==> src/hw/rtl/tdws_pkg.sv <==
// ----------------------------------------------------------------------------
// tdws_pkg
// Shared types, constants and helpers of the task due-window scheduler.
// ----------------------------------------------------------------------------
package tdws_pkg;

  localparam int MAX_TASKS_DEF = 64;

  localparam int TIME_W = 40;   // time fields
  localparam int WS_W   = 42;   // signed window start
  localparam int DUE_W  = 50;   // signed due time incl. products
  localparam int PER_W  = 31;   // interval / repeat period
  localparam int CNT_W  = 16;   // fire count, repeat limit
  localparam int PRD_W  = CNT_W + PER_W;
  localparam int DVD_W  = 41;   // divider dividend
  localparam int CFG_W  = 17;

  localparam int IN_DATA_W  = 176;
  localparam int IN_USER_W  = 2;
  localparam int OUT_DATA_W = 16;

  localparam logic [3:0] TRIG_INTERVAL = 4'b0001;
  localparam logic [3:0] TRIG_LIMITED  = 4'b0010;
  localparam logic [3:0] TRIG_STARTUP  = 4'b1000;

  localparam logic [CNT_W-1:0] CNT_MAX = '1;

  typedef enum logic [1:0] {
    CMD_EVAL = 2'd0,
    CMD_FIRE = 2'd1,
    CMD_RUN  = 2'd2,
    CMD_RSVD = 2'd3
  } cmd_e;

  typedef enum logic [1:0] {
    RSN_NONE    = 2'd0,
    RSN_STARTUP = 2'd1,
    RSN_INTERVAL = 2'd2,
    RSN_LIMITED = 2'd3
  } reason_e;

  typedef enum logic [0:0] {
    CFG_POLL  = 1'b0,
    CFG_GRACE = 1'b1
  } cfg_idx_e;

  typedef enum logic [3:0] {
    ST_CLEAR,
    ST_IDLE,
    ST_READ,
    ST_INT,
    ST_LIM,
    ST_LDUE,
    ST_DIV,
    ST_CDUE,
    ST_DONE
  } state_e;

  typedef struct packed {
    logic [TIME_W-1:0] last_check;
    logic [TIME_W-1:0] last_fire;
    logic [CNT_W-1:0]  fire_count;
    logic              startup_done;
  } entry_t;

  function automatic logic in_win(logic signed [DUE_W-1:0] due,
                                  logic signed [DUE_W-1:0] ws,
                                  logic signed [DUE_W-1:0] now);
    return (due > ws) && (due <= now);
  endfunction

endpackage

==> src/hw/rtl/tdws_div.sv <==
// ----------------------------------------------------------------------------
// tdws_div
// Restoring divider, one quotient bit per cycle.
// ----------------------------------------------------------------------------
module tdws_div (
  input  logic                               clk_i,
  input  logic                               rst_ni,
  input  logic                               start_i,
  input  logic [tdws_pkg::DVD_W-1:0]         dividend_i,
  input  logic [tdws_pkg::PER_W-1:0]         divisor_i,
  output logic                               done_o,
  output logic [tdws_pkg::DVD_W-1:0]         quot_o,
  output logic [tdws_pkg::PER_W-1:0]         rem_o
);

  localparam int IW = $clog2(tdws_pkg::DVD_W);

  logic                        busy_q;
  logic                        done_q;
  logic [IW-1:0]               cnt_q;
  logic [tdws_pkg::DVD_W-1:0]  dvd_q;
  logic [tdws_pkg::PER_W-1:0]  rem_q;
  logic [tdws_pkg::PER_W-1:0]  dvs_q;
  logic [tdws_pkg::PER_W:0]    trial;
  logic                        fits;

  assign trial = {rem_q, dvd_q[tdws_pkg::DVD_W-1]};
  assign fits  = trial >= {1'b0, dvs_q};

  always_ff @(posedge clk_i or negedge rst_ni) begin
    if (!rst_ni) begin
      busy_q <= 1'b0;
      done_q <= 1'b0;
      cnt_q  <= '0;
    end else begin
      done_q <= 1'b0;
      if (start_i) begin
        busy_q <= 1'b1;
        cnt_q  <= '0;
      end else if (busy_q) begin
        if (cnt_q == IW'(tdws_pkg::DVD_W - 1)) begin
          busy_q <= 1'b0;
          done_q <= 1'b1;
        end
        cnt_q <= cnt_q + 1'b1;
      end
    end
  end

  always_ff @(posedge clk_i) begin
    if (start_i) begin
      dvd_q <= dividend_i;
      dvs_q <= divisor_i;
      rem_q <= '0;
    end else if (busy_q) begin
      rem_q <= fits ? tdws_pkg::PER_W'(trial - {1'b0, dvs_q})
                    : tdws_pkg::PER_W'(trial);
      dvd_q <= {dvd_q[tdws_pkg::DVD_W-2:0], fits};
    end
  end

  assign done_o = done_q;
  assign quot_o = dvd_q;
  assign rem_o  = rem_q;

endmodule

==> config.mk <==
export PLATFORM = sky130hd
export DESIGN_NAME = tdws_div
export DESIGN_NICKNAME = d
export VERILOG_FILES = /design/src/hw/rtl/tdws_pkg.sv /design/src/hw/rtl/tdws_div.sv
export SDC_FILE = /design/constraint.sdc
export NUM_CORES = 1
export LEC_CHECK = 0
export BUFFER_PORTS_ARGS = -buffer_cell sky130_fd_sc_hd__buf_4
export CORE_ASPECT_RATIO = 1.75
export CORE_UTILIZATION = 30
export CTS_BUF_LIST = sky130_fd_sc_hd__clkbuf_16
export CTS_CLUSTER_SIZE = 30
export DETAILED_ROUTE_END_ITERATION = 10
export SETUP_SLACK_MARGIN = 0.2
export SYNTH_ARGS = -nofsm -noshare
export SYNTH_HDL_FRONTEND = slang
export SYNTH_SLANG_ARGS = --single-unit
==> constraint.sdc <==
create_clock -name clk_i -period 3.6 [get_ports clk_i]
set_input_delay 0 -clock clk_i [delete_from_list [all_inputs] [get_ports clk_i]]
set_output_delay 0 -clock clk_i [all_outputs]
set_load 0.02 [all_outputs]
* After elaboration in Yosys (flattened, before gate mapping)
Cells that the tools add are included.
** Storage, ports and cells
- Register bits after elaboration :: 111
- Output and inout port bits :: 73
- Logic and storage cells :: 22
- Input port bits :: 75
** Operators by class
- Muxes and demuxes :: 11
- $add $sub $neg :: 2
- Equality and inequality tests :: 1
- $lt $le $gt $ge :: 1
- Reduce and logical (&&, ||, !) cells :: 1
** Operators with widths (number)
- two-way mux 41 bit :: 2
- >= comparator 32 x 31 -> 1 bit :: 1
- two-way mux 31 bit :: 1
- subtractor 31 bit :: 1
- two-way mux 6 bit :: 2
- adder 6 x 1 -> 6 bit (second input constant) :: 1
- == test 6 bit (second input constant) :: 1
- two-way mux 1 bit :: 6
- nonzero test 2 bit :: 1

* Depth between registers and ports, before layout
Gate-level depths: netlist of the first run.
- Depth after elaboration :: 4
- Gate-level depth with buffers :: 13
- Mapped depth without buffers :: 12

* Worst setup path before layout of the first run
Ideal clock, no wire load.
- Path type :: register -> register
- Start :: register dvd_q, in the netlist quot_o[40]
- End :: register rem_q, in the netlist rem_o[26]
- Cell stages (with the launch flop) :: 13
- Arrival :: 2.565 ns
- Slack :: 0.911 ns
- Cell sequence :: edfxtp_1 -> inv_1 -> ha_1 -> fa_1 -> nor2b_2 -> o2111ai_2 -> a31o_1 -> o2111a_1 -> nor4_1 -> o22ai_1 -> xnor2_1 -> mux2i_1 -> o21ai_1
** Between the ends
- Cells in the longest elaborated chain, start to end :: 2
- Elaborated cells between the ends (all ways) :: 3
** Ends and longest elaborated chain
- start, declared :: RTL line tdws_div.sv:21 : logic [tdws_pkg::DVD_W-1:0] dvd_q;
- start signal, assigned :: RTL line tdws_div.sv:52 : dvd_q <= dividend_i;
- start signal, assigned :: RTL line tdws_div.sv:58 : dvd_q <= {dvd_q[tdws_pkg::DVD_W-2:0], fits};
- subtractor 31 bit or >= comparator 32 x 31 -> 1 bit (tied branches) :: RTL line tdws_div.sv:56, tdws_div.sv:28
- two-way mux 31 bit * :: RTL line tdws_div.sv:56 : rem_q <= fits ? tdws_pkg::PER_W'(trial - {1'b0, dvs_q})
- end signal, assigned :: RTL line tdws_div.sv:56
- end, declared :: RTL line tdws_div.sv:22 : logic [tdws_pkg::PER_W-1:0] rem_q;
Mark *: on every way between the ends. The rest lies on a longest branch, timed or not.
A chain may end at the register's enable or synchronous reset.

* Final worst setup path of the first run
- Start :: register dvd_q, in the netlist quot_o[40]
- End :: register rem_q, in the netlist rem_o[3]
Same word-level chain as after synthesis.

==> flow_results.org, run 1 <==
** Run status
- Status :: finished with violations
- The checks that failed: DRC.

** Timing
- Worst hold margin :: between 0.2 and 0.25 ns
- F_max :: 346 MHz
- Setup repair after global routing missed its margin :: no
- Number of hold-slack violations in the final timing report :: 0
- The number of pins exceeding their max-slew limit in the final report was 0.
- Counting I/O delays and the setup requirement, the final critical path takes 2.89 ns.
- After layout, the worst path uses 80.2% of the clock period.
- Transition time at the pin with the least slew margin :: 0.718 ns
- Worst-case headroom to the max-slew limit :: 50.9%
- Accumulated negative setup slack :: 0 ns
- Worst setup margin :: about 0.71 ns
- Clock skew on the completed layout was measured at about 0.019 ns.
- Setup violations remaining at the end of the flow were counted as 0.

** Clock tree
- # H-tree levels :: 3
- After clock tree synthesis, the flow added hold-fix buffers numbering 74.
- In this run, CTS created clock tree buffers numbering 9.
- The number of gates resized after CTS was 0.
- Clock tree synthesis found a total of 111 sinks.
- Setup repair bufs after CTS :: 0
- Clock tree root driver cell :: sky130_fd_sc_hd__clkbuf_16
- Clock-pin transition on the worst setup and hold timing paths :: 0.08 ns
- Clock latency at the later pin of the worst-skew pair :: 0.36 ns
- TritonCTS clock tree :: yes
- Maximum number of buffers from clock root to sink :: 2

** Route
- In the detailed route, the total length drawn on met3 is 747 um.
- Topmost layer with routed signal wires :: met4
- In the detailed route, the total length drawn on met2 is 9490 um.
- In the final routed layout, each cell accounts on average for 16.1 um.
- Total Routed Length :: roughly 17000 um
- DR pass1 iterations :: 7
- Detailed routing inserted a total of 5187 vias.
- Initial drt markers :: 187
- Post-route antenna net violation count :: 0
- Post-route met1 wirelength :: roughly 6300 um
- Remaining DRCs :: 6
- Vias per Instance :: between 4 and 5

** Finish
- The repair_antennas step left the layout with diodes totalling 0.
- Layout filler cell count :: 1971
- The finished cells cover 8710 sq um.
- Layout cells sized above 1 :: 28.3%
- Commonest non-fill, non-tap cell in the layout :: sky130_fd_sc_hd__buf_4
- Relative to the synthesized area, the layout overhead comes to 39.0%.
- Excluding fillers, the count of instances in the completed layout stands at 1060.
- The final layout contains 916 nets.
- End-of-flow core utilization :: 42.7%
- Most used cells in the layout excluding fill and tap cells :: sky130_fd_sc_hd__buf_4 (153), sky130_fd_sc_hd__dlygate4sd3_1 (74), sky130_fd_sc_hd__edfxtp_1 (72)

** Yosys
- In this run, distinct cell masters in the synthesized netlist total 61.
- In the synthesized netlist the dominant register cell turns out to be sky130_fd_sc_hd__edfxtp_1.
- Counting every net in the synthesized netlist gives 700.
- In the synthesized netlist the async set-or-reset flop fraction comes to 7.21%.
- Of the synthesized area, sequential elements account for 47.6%.
- Yosys mapped a number of flops with a built-in enable equal to 72.
- Synthesized area divided by synthesized cell count :: 10.6 sq um
- Total of warnings raised by yosys :: 0
- FF+latch count, synth :: 111
- Counting every instance in the synthesized netlist gives 591.
- The cell area that synthesis handed to floorplanning was 6260 sq um.

** Global route
- Initial antenna violation count :: 0
- The number of global-route vias before repair is 5345.
- Global-route wire length before repair :: 26800 um
- Total gr overflow :: 0
- Global-route usage over all layers :: 16.1%
- Entering global routing, the biggest net connects 55 pins.

** Pwr
- Cell internal pwr :: 3.53 mW
- Power share of the sequential group :: 31.3%
- Net switching power :: 2.38 mW
- Net switching fraction of the power :: 40.3%
- Leakage power total :: 3.82 nW
- Post-layout total power :: just under 6 mW
- Combinational share of power :: ~50%
- Clock network fraction of total power :: 19.1%
- In this run the power density over the cells is 678 nW/um^2.
- Across the VDD grid, the largest voltage drop is 0.000259 V.

** Floorplanning
- Core area :: 20400 sq um
- From left edge to right edge, the die measures 111 um.
- Area of the die :: 21500 sq um
- I/O pin count :: ~150
- Std-Cell Rows :: 69
- Vert. Die Dim :: 193 um
- Effective utilization at floorplan :: 30.7%

** Placed design
- Summing all placed instances gives a cell area of 7630 sq um.
- Before CTS, the worst setup slack after placement is ~0.7 ns.
- After legalization and detailed placement, the total HPWL measured 12500 um.
- The congestion estimate from routability-driven global placement came to 0.854.
- Including well taps, the total number of placed cells is 970.
- Number of port buffers :: 147

** Critical path
- Crit end category :: register
- The critical path starts at quot_o[40].
- Crit Path Class :: reg -> reg
- Arrival time at the worst endpoint :: 3.17 ns
- The worst register-to-register path begins at quot_o[40].
- CP startpoint kind :: register
- Setup slack of the worst register-to-register path :: 0.71 ns
- Required arrival time at the worst endpoint :: 3.89 ns
- The worst register-to-register path ends at rem_o[3].
- The number of cells on the worst reg-to-reg path is 12.
- In this run the worst path has a maximum fanout of 17.
- The most critical setup path has its endpoint at rem_o[3].

** Min path
- The min-delay analysis places its worst path in the category in -> reg.

** Job
- The tool flagged a number of max-cap violations equal to 0.
cell usage after synthesis (all sizes together) (3+ instances only):
| cell type | number | share of area, % |
|---|---|---|
| a31oi | 3 | 0.30 |
| o21a | 3 | 0.36 |
| a21o | 17 | 2.0 |
| edfxtp | 72 | 35 |
| a21oi | 41 | 3.5 |
| mux2 | 40 | 7.2 |
| inv | 42 | 2.5 |
| nand2 | 35 | 2.1 |
| xor2 | 12 | 1.7 |
| nor2 | 64 | 3.9 |
| nand3 | 11 | 0.88 |
| dfxtp | 31 | 9.9 |
| nand4 | 8 | 0.80 |
| a31o | 4 | 0.56 |
| dfrtp | 8 | 3.2 |
| nand2b | 9 | 0.90 |
| buf | 10 | 0.94 |
| ha | 33 | 6.6 |
| clkbuf | 13 | 0.78 |
| o21ai | 27 | 2.2 |
| mux2i | 14 | 2.2 |
| a211oi | 24 | 3.8 |
| xnor2 | 17 | 2.4 |
| nor3 | 9 | 0.72 |
| and3 | 3 | 0.30 |
| a32oi | 3 | 0.42 |
| nor2b | 5 | 0.54 |
sequential cells by signal, indices dropped and copies added, names as in the netlist:
name    count
quot_o     41
dvs_q      31
busy_q      1
cnt_q       6
rem_o      31
done_o      1
worst max-delay path, cell delays in order, from the launching register on:
cell	delay [ns]
sky130_fd_sc_hd__edfxtp_1	0.37
sky130_fd_sc_hd__inv_1	0.05
sky130_fd_sc_hd__ha_1	0.21
sky130_fd_sc_hd__fa_1	0.41
sky130_fd_sc_hd__nor2b_2	0.18
sky130_fd_sc_hd__o2111ai_2	0.16
sky130_fd_sc_hd__a41oi_1	0.30
sky130_fd_sc_hd__nor3_1	0.08
sky130_fd_sc_hd__o21ai_1	0.22
sky130_fd_sc_hd__a21oi_4	0.09
sky130_fd_sc_hd__buf_4	0.21
sky130_fd_sc_hd__o31a_1	0.32
sky130_fd_sc_hd__a211oi_2	0.20
worst min-delay path by stage:
stage	depth (start not counted)	from	to	slack, ns
floorplan	0	rst_ni	busy_q	-0.30
finish	2	start_i	cnt_q[0]	0.23
detailed placement	1	rst_ni	done_o	-0.18
global route	2	start_i	cnt_q[0]	0.24
CTS	2	start_i	cnt_q[0]	0.23
global placement	1	rst_ni	done_o	-0.17
layout make-up:
type / instances / area, sq um / area share [%]
Timing Repair Buffer: 228 / 1910 / 21.9
Multi-Input combinational cell: 415 / 3020 / 34.6
Tap cell: 248 / 310 / 3.56
Sequential cell: 111 / 2980 / 34.3
Inverter: 42 / 158 / 1.81
Clock buffer: 9 / 225 / 2.59
Clock inverter: 7 / 105 / 1.21
metal layers:
layer	vias to the layer above	track usage, %
met5	-	0
met4	0	7.43
met3	30	3.09
met2	124	31.5
met1	2444	16.2
li1	2589	-
power groups by stage:
| stage | Clock, mW | Combinational, mW | Sequential (mW) |
|---|---|---|---|
| after floorplan | 0 | 1.78 | 2.07 |
| after global placement | 0 | 2.85 | 1.88 |
| after detailed placement | 0 | 2.86 | 1.89 |
| after CTS | 1.15 | 2.94 | 1.86 |
| after global routing | 1.20 | 3.20 | 1.89 |
| final | 1.13 | 2.92 | 1.85 |
cell families after synthesis:
family | share of synthesized area [%]
xor gates and xnor gates | 4.06
adders and majority gates | 6.91
DFF | 47.6
and+or+nand+nor | 11.2
muxes | 9.43
buffers and inverters | 4.23
AOI/OAI and AO/OA | 16.5
Note: power is estimated with default switching activity, not from simulation.
==> run 2, diff against run 1 <==
==> constraint.sdc (replaced) <==
create_clock -name clk_i -period 2.3 [get_ports clk_i]
set_input_delay 0 -clock clk_i [delete_from_list [all_inputs] [get_ports clk_i]]
set_output_delay 0 -clock clk_i [all_outputs]
set_load 0.02 [all_outputs]
==> flow_results.org, run 2 (same netlist as run 1, synthesis figures left out) <==
** Critical path
- Endpoint of the most critical register-to-register path :: rem_o[8]
- The startpoint identified for the worst register-to-register timing path is quot_o[40].
- Arrival time at the worst endpoint :: 2.97 ns (-0.20 ns)
- The slack of the worst reg-to-reg path was -0.40 ns (-1.11 ns).
- The worst setup path is captured at a register.
- Peak fanout along the critical path :: 6 (-11)
- The number of cells traversed by the worst register-to-register path was 14 (+2).
- The worst setup path is of the reg -> reg kind.
- Required arrival time at the worst endpoint :: 2.57 ns (-1.32 ns)
- CP startpoint kind :: register

** Floorplanning
- Area of the die :: 21500 sq um (unchanged)
- Effective utilization at floorplan :: 30.7% (unchanged)
- I/O pin count :: 148 (unchanged)
- Core area :: 20400 sq um (unchanged)
- The row count came to 69 (unchanged).
- Die Wd :: 111 um (unchanged)
- Vert. Die Dim :: 193 um (unchanged)

** Timing
- Worst-case headroom to the max-slew limit :: 55.8% (+4.9 points)
- The final critical-path setup slack came to -0.397 ns (-1.11 ns).
- Final number of setup-violating endpoints :: 32 (+32)
- F_max :: 371 MHz (+7.0%)
- The post-layout minimum cycle time came to 2.70 ns (-0.189 ns).
- The actual slew at the worst max-slew pin is 0.662 ns (-0.0569 ns).
- Final clock period utilization by the worst path :: 117% (+37 points)
- Clock Skew :: 0.0145 ns (-0.00425 ns)
- Slew Limit Fails :: 0 (unchanged)
- The total count of hold-check failures in the final report came to 0 (unchanged).
- Setup repair after global routing could not meet its margin everywhere.

** Clock tree
- The clock slew at the register clock pins of the worst setup and hold paths is 0.08 ns (about the same).
- The level count of the clock H-tree came to 3 (unchanged).
- Num CTS Buffers :: 9 (unchanged)
- The count of clock tree sinks is 111 (unchanged).
- The tree is rooted in a sky130_fd_sc_hd__clkbuf_16.
- Maximum number of buffers from clock root to sink :: 2 (unchanged)
- TritonCTS clock tree :: yes
- The clock latency of the later-clocked register in the worst-skew pair was 0.37 ns (about the same).

** Route
- Vias per Instance :: 4.86 (-0.60%)
- Total Routed Length :: 19200 um (+13%)
- The first-iteration detailed-routing DRC count came to 194 (+3.7%).
- Average wire length per cell after detail routing :: 16.0 um (-0.56%)
- Post-route antenna net violation count :: 0 (unchanged)
- Remaining DRCs :: 4 (-2)
- Routed via count :: 5837 (+13%)
- DR pass1 iterations :: 7 (unchanged)

** Placed design
- Post-placement cell count :: 1093 (+13%)
- Placed Area :: 8630 sq um (+13%)
- The HPWL after detailed placement came to 13500 um (+8.1%).
- Number of port buffers :: 147 (unchanged)
- Weighted congestion at the end of routability-driven global placement :: 0.837 (-2.0%)

** Finish
- Syn-to-layout area delta :: 64.3%
- Count of nets after finishing :: 1056 (+15%)
- Layout cells sized above 1 :: 45.2% (+17 points)
- Finished Layout Cells :: 1200 (+13%)
- Largest register FFs :: 41 (unchanged)
- Most used cells in the layout excluding fill and tap cells :: sky130_fd_sc_hd__buf_4 (278), sky130_fd_sc_hd__dlygate4sd3_1 (74), sky130_fd_sc_hd__edfxtp_1 (72)
- N_diodes :: 0 (unchanged)
- The design area came to 10300 sq um (+18%).
- Commonest non-fill, non-tap cell in the layout :: sky130_fd_sc_hd__buf_4

** Global route
- Total gr overflow :: 0 (unchanged)
- Maximum number of pins on one net before global-route repair :: 42 (-24%)
- The number of antenna violations at the first check in global routing is 0 (unchanged).
- The overall track demand over capacity in global routing is 18.3% (+2.3 points).
- Number of global-route vias before repair :: 6076 (+14%)
- Global-route wire length before repair :: 30200 um (+13%)

** Pwr
- Clock network fraction of total power :: 13.6% (-5.5 points)
- Combinational share of power :: 63.5% (+14 points)
- Net switching power :: 4.69 mW (+97%)
- Total power divided by cell area :: 1170 nW/um^2 (+73%)
- Net switching fraction of the power :: 38.9% (-1.4 points)
- The maximum vdd drop came to 0.000460 V (+78%).
- Power share of the sequential group :: 22.9% (-8.4 points)
- Post-layout total power :: 12.1 mW (+100%)
- The leakage power came to 4.65 nW (+22%).
- Cell internal pwr :: 7.37 mW (+110%)

** Min path
- Worst hold path depth :: 2 (unchanged)
- The startpoint identified for the worst hold timing path is start_i.
- The tightest min-delay check is of the in -> reg type.
- WHS Endpoint :: rem_o[20]

** Run status
- Status :: finished with violations
- Violations in the final reports :: DRC, setup timing

** Job
- Number of violations of the max-capacitance limit :: 0 (unchanged)
-- run 2: cell types whose count changed in the layout (fill, tap and decap cells not counted), moves of 3 or more --
cell	change
sky130_fd_sc_hd__buf_4	+125
sky130_fd_sc_hd__a21oi_1	-19
sky130_fd_sc_hd__a21oi_2	+15
sky130_fd_sc_hd__nor2_1	-14
sky130_fd_sc_hd__nor2_4	+13
sky130_fd_sc_hd__buf_12	+6
sky130_fd_sc_hd__buf_16	+6
sky130_fd_sc_hd__a21oi_4	+4
sky130_fd_sc_hd__buf_6	+3
sky130_fd_sc_hd__o21ai_0	-3
-- run 2: timing repair --
item | CTS | global route
resized for setup | 52 | 31
hold endpoints to repair | 80 | 0
cloned | 6 | 0
setup buffers | 7 | 4
setup endpoints to repair | 32 | 32
hold buffers | 74 | 0
pin swaps | 17 | 22
-- run 2: per-layer routing --
metal	global-route usage [%]	routed length [um]	vias to the layer above
met5	0	0	-
met4	10.4	740	0
met3	3.34	728	39
met2	36.8	11100	143
met1	17.2	6650	2789
li1	-	-	2866
-- run 2: stage by stage --
stage	hold WS [ns]	util (%)	setup TNS [ns]	setup WS (ns)
floorplan	-0.296	-	-5.16	-0.271
global placement	-0.174	42.4	-8.51	-0.390
detailed placement	-0.177	42.4	-9.08	-0.408
CTS	0.145	49.6	-9.02	-0.380
global route	0.162	50.5	-13.15	-0.530
finish	0.142	50.5	-8.38	-0.397
-- run 2: cell type report --
cell class / count / area (sq um)
clock inverter: 7 / 71.3
timing repair buffer: 368 / 3170
multi-input combinational: 415 / 3370
sequential: 111 / 2990
tap: 248 / 310
inverter: 42 / 161
clock buffer: 9 / 225
fill: 1850 / 10100
-- run 2: worst max-delay path by stage --
stage / slack, ns / cells after the start / startpoint / endpoint
global route: -0.53 / 14 / quot_o[40] / rem_o[8]
CTS: -0.38 / 12 / quot_o[40] / rem_o[26]
floorplan: -0.27 / 12 / quot_o[40] / rem_o[26]
global placement: -0.39 / 12 / dvs_q[9] / rem_o[30]
detailed placement: -0.41 / 12 / dvs_q[9] / rem_o[30]
finish: -0.40 / 14 / quot_o[40] / rem_o[8]
-- run 2: power by group through the flow --
stage / logic, mW / clock network, mW / registers (mW)
2_1_floorplan: 2.91 / 0 / 3.25
3_3_place_gp: 6.00 / 0 / 2.79
3_5_place_dp: 6.03 / 0 / 2.80
4_1_cts: 7.27 / 1.69 / 2.76
5_1_grt: 8.22 / 1.74 / 2.81
6_report: 7.67 / 1.64 / 2.76
-- run 2: critical path: stages, from the launching register on --
cell and delay (ns):
sky130_fd_sc_hd__edfxtp_1 0.35, sky130_fd_sc_hd__inv_1 0.05, sky130_fd_sc_hd__ha_2 0.18, sky130_fd_sc_hd__fa_2 0.34, sky130_fd_sc_hd__nor2b_2 0.15, sky130_fd_sc_hd__o2111ai_2 0.17, sky130_fd_sc_hd__a41oi_2 0.19, sky130_fd_sc_hd__nor3_1 0.06
sky130_fd_sc_hd__o21ai_1 0.23, sky130_fd_sc_hd__a21oi_4 0.10, sky130_fd_sc_hd__buf_12 0.16, sky130_fd_sc_hd__buf_12 0.12, sky130_fd_sc_hd__buf_16 0.13, sky130_fd_sc_hd__mux2i_1 0.11, sky130_fd_sc_hd__a211oi_1 0.23
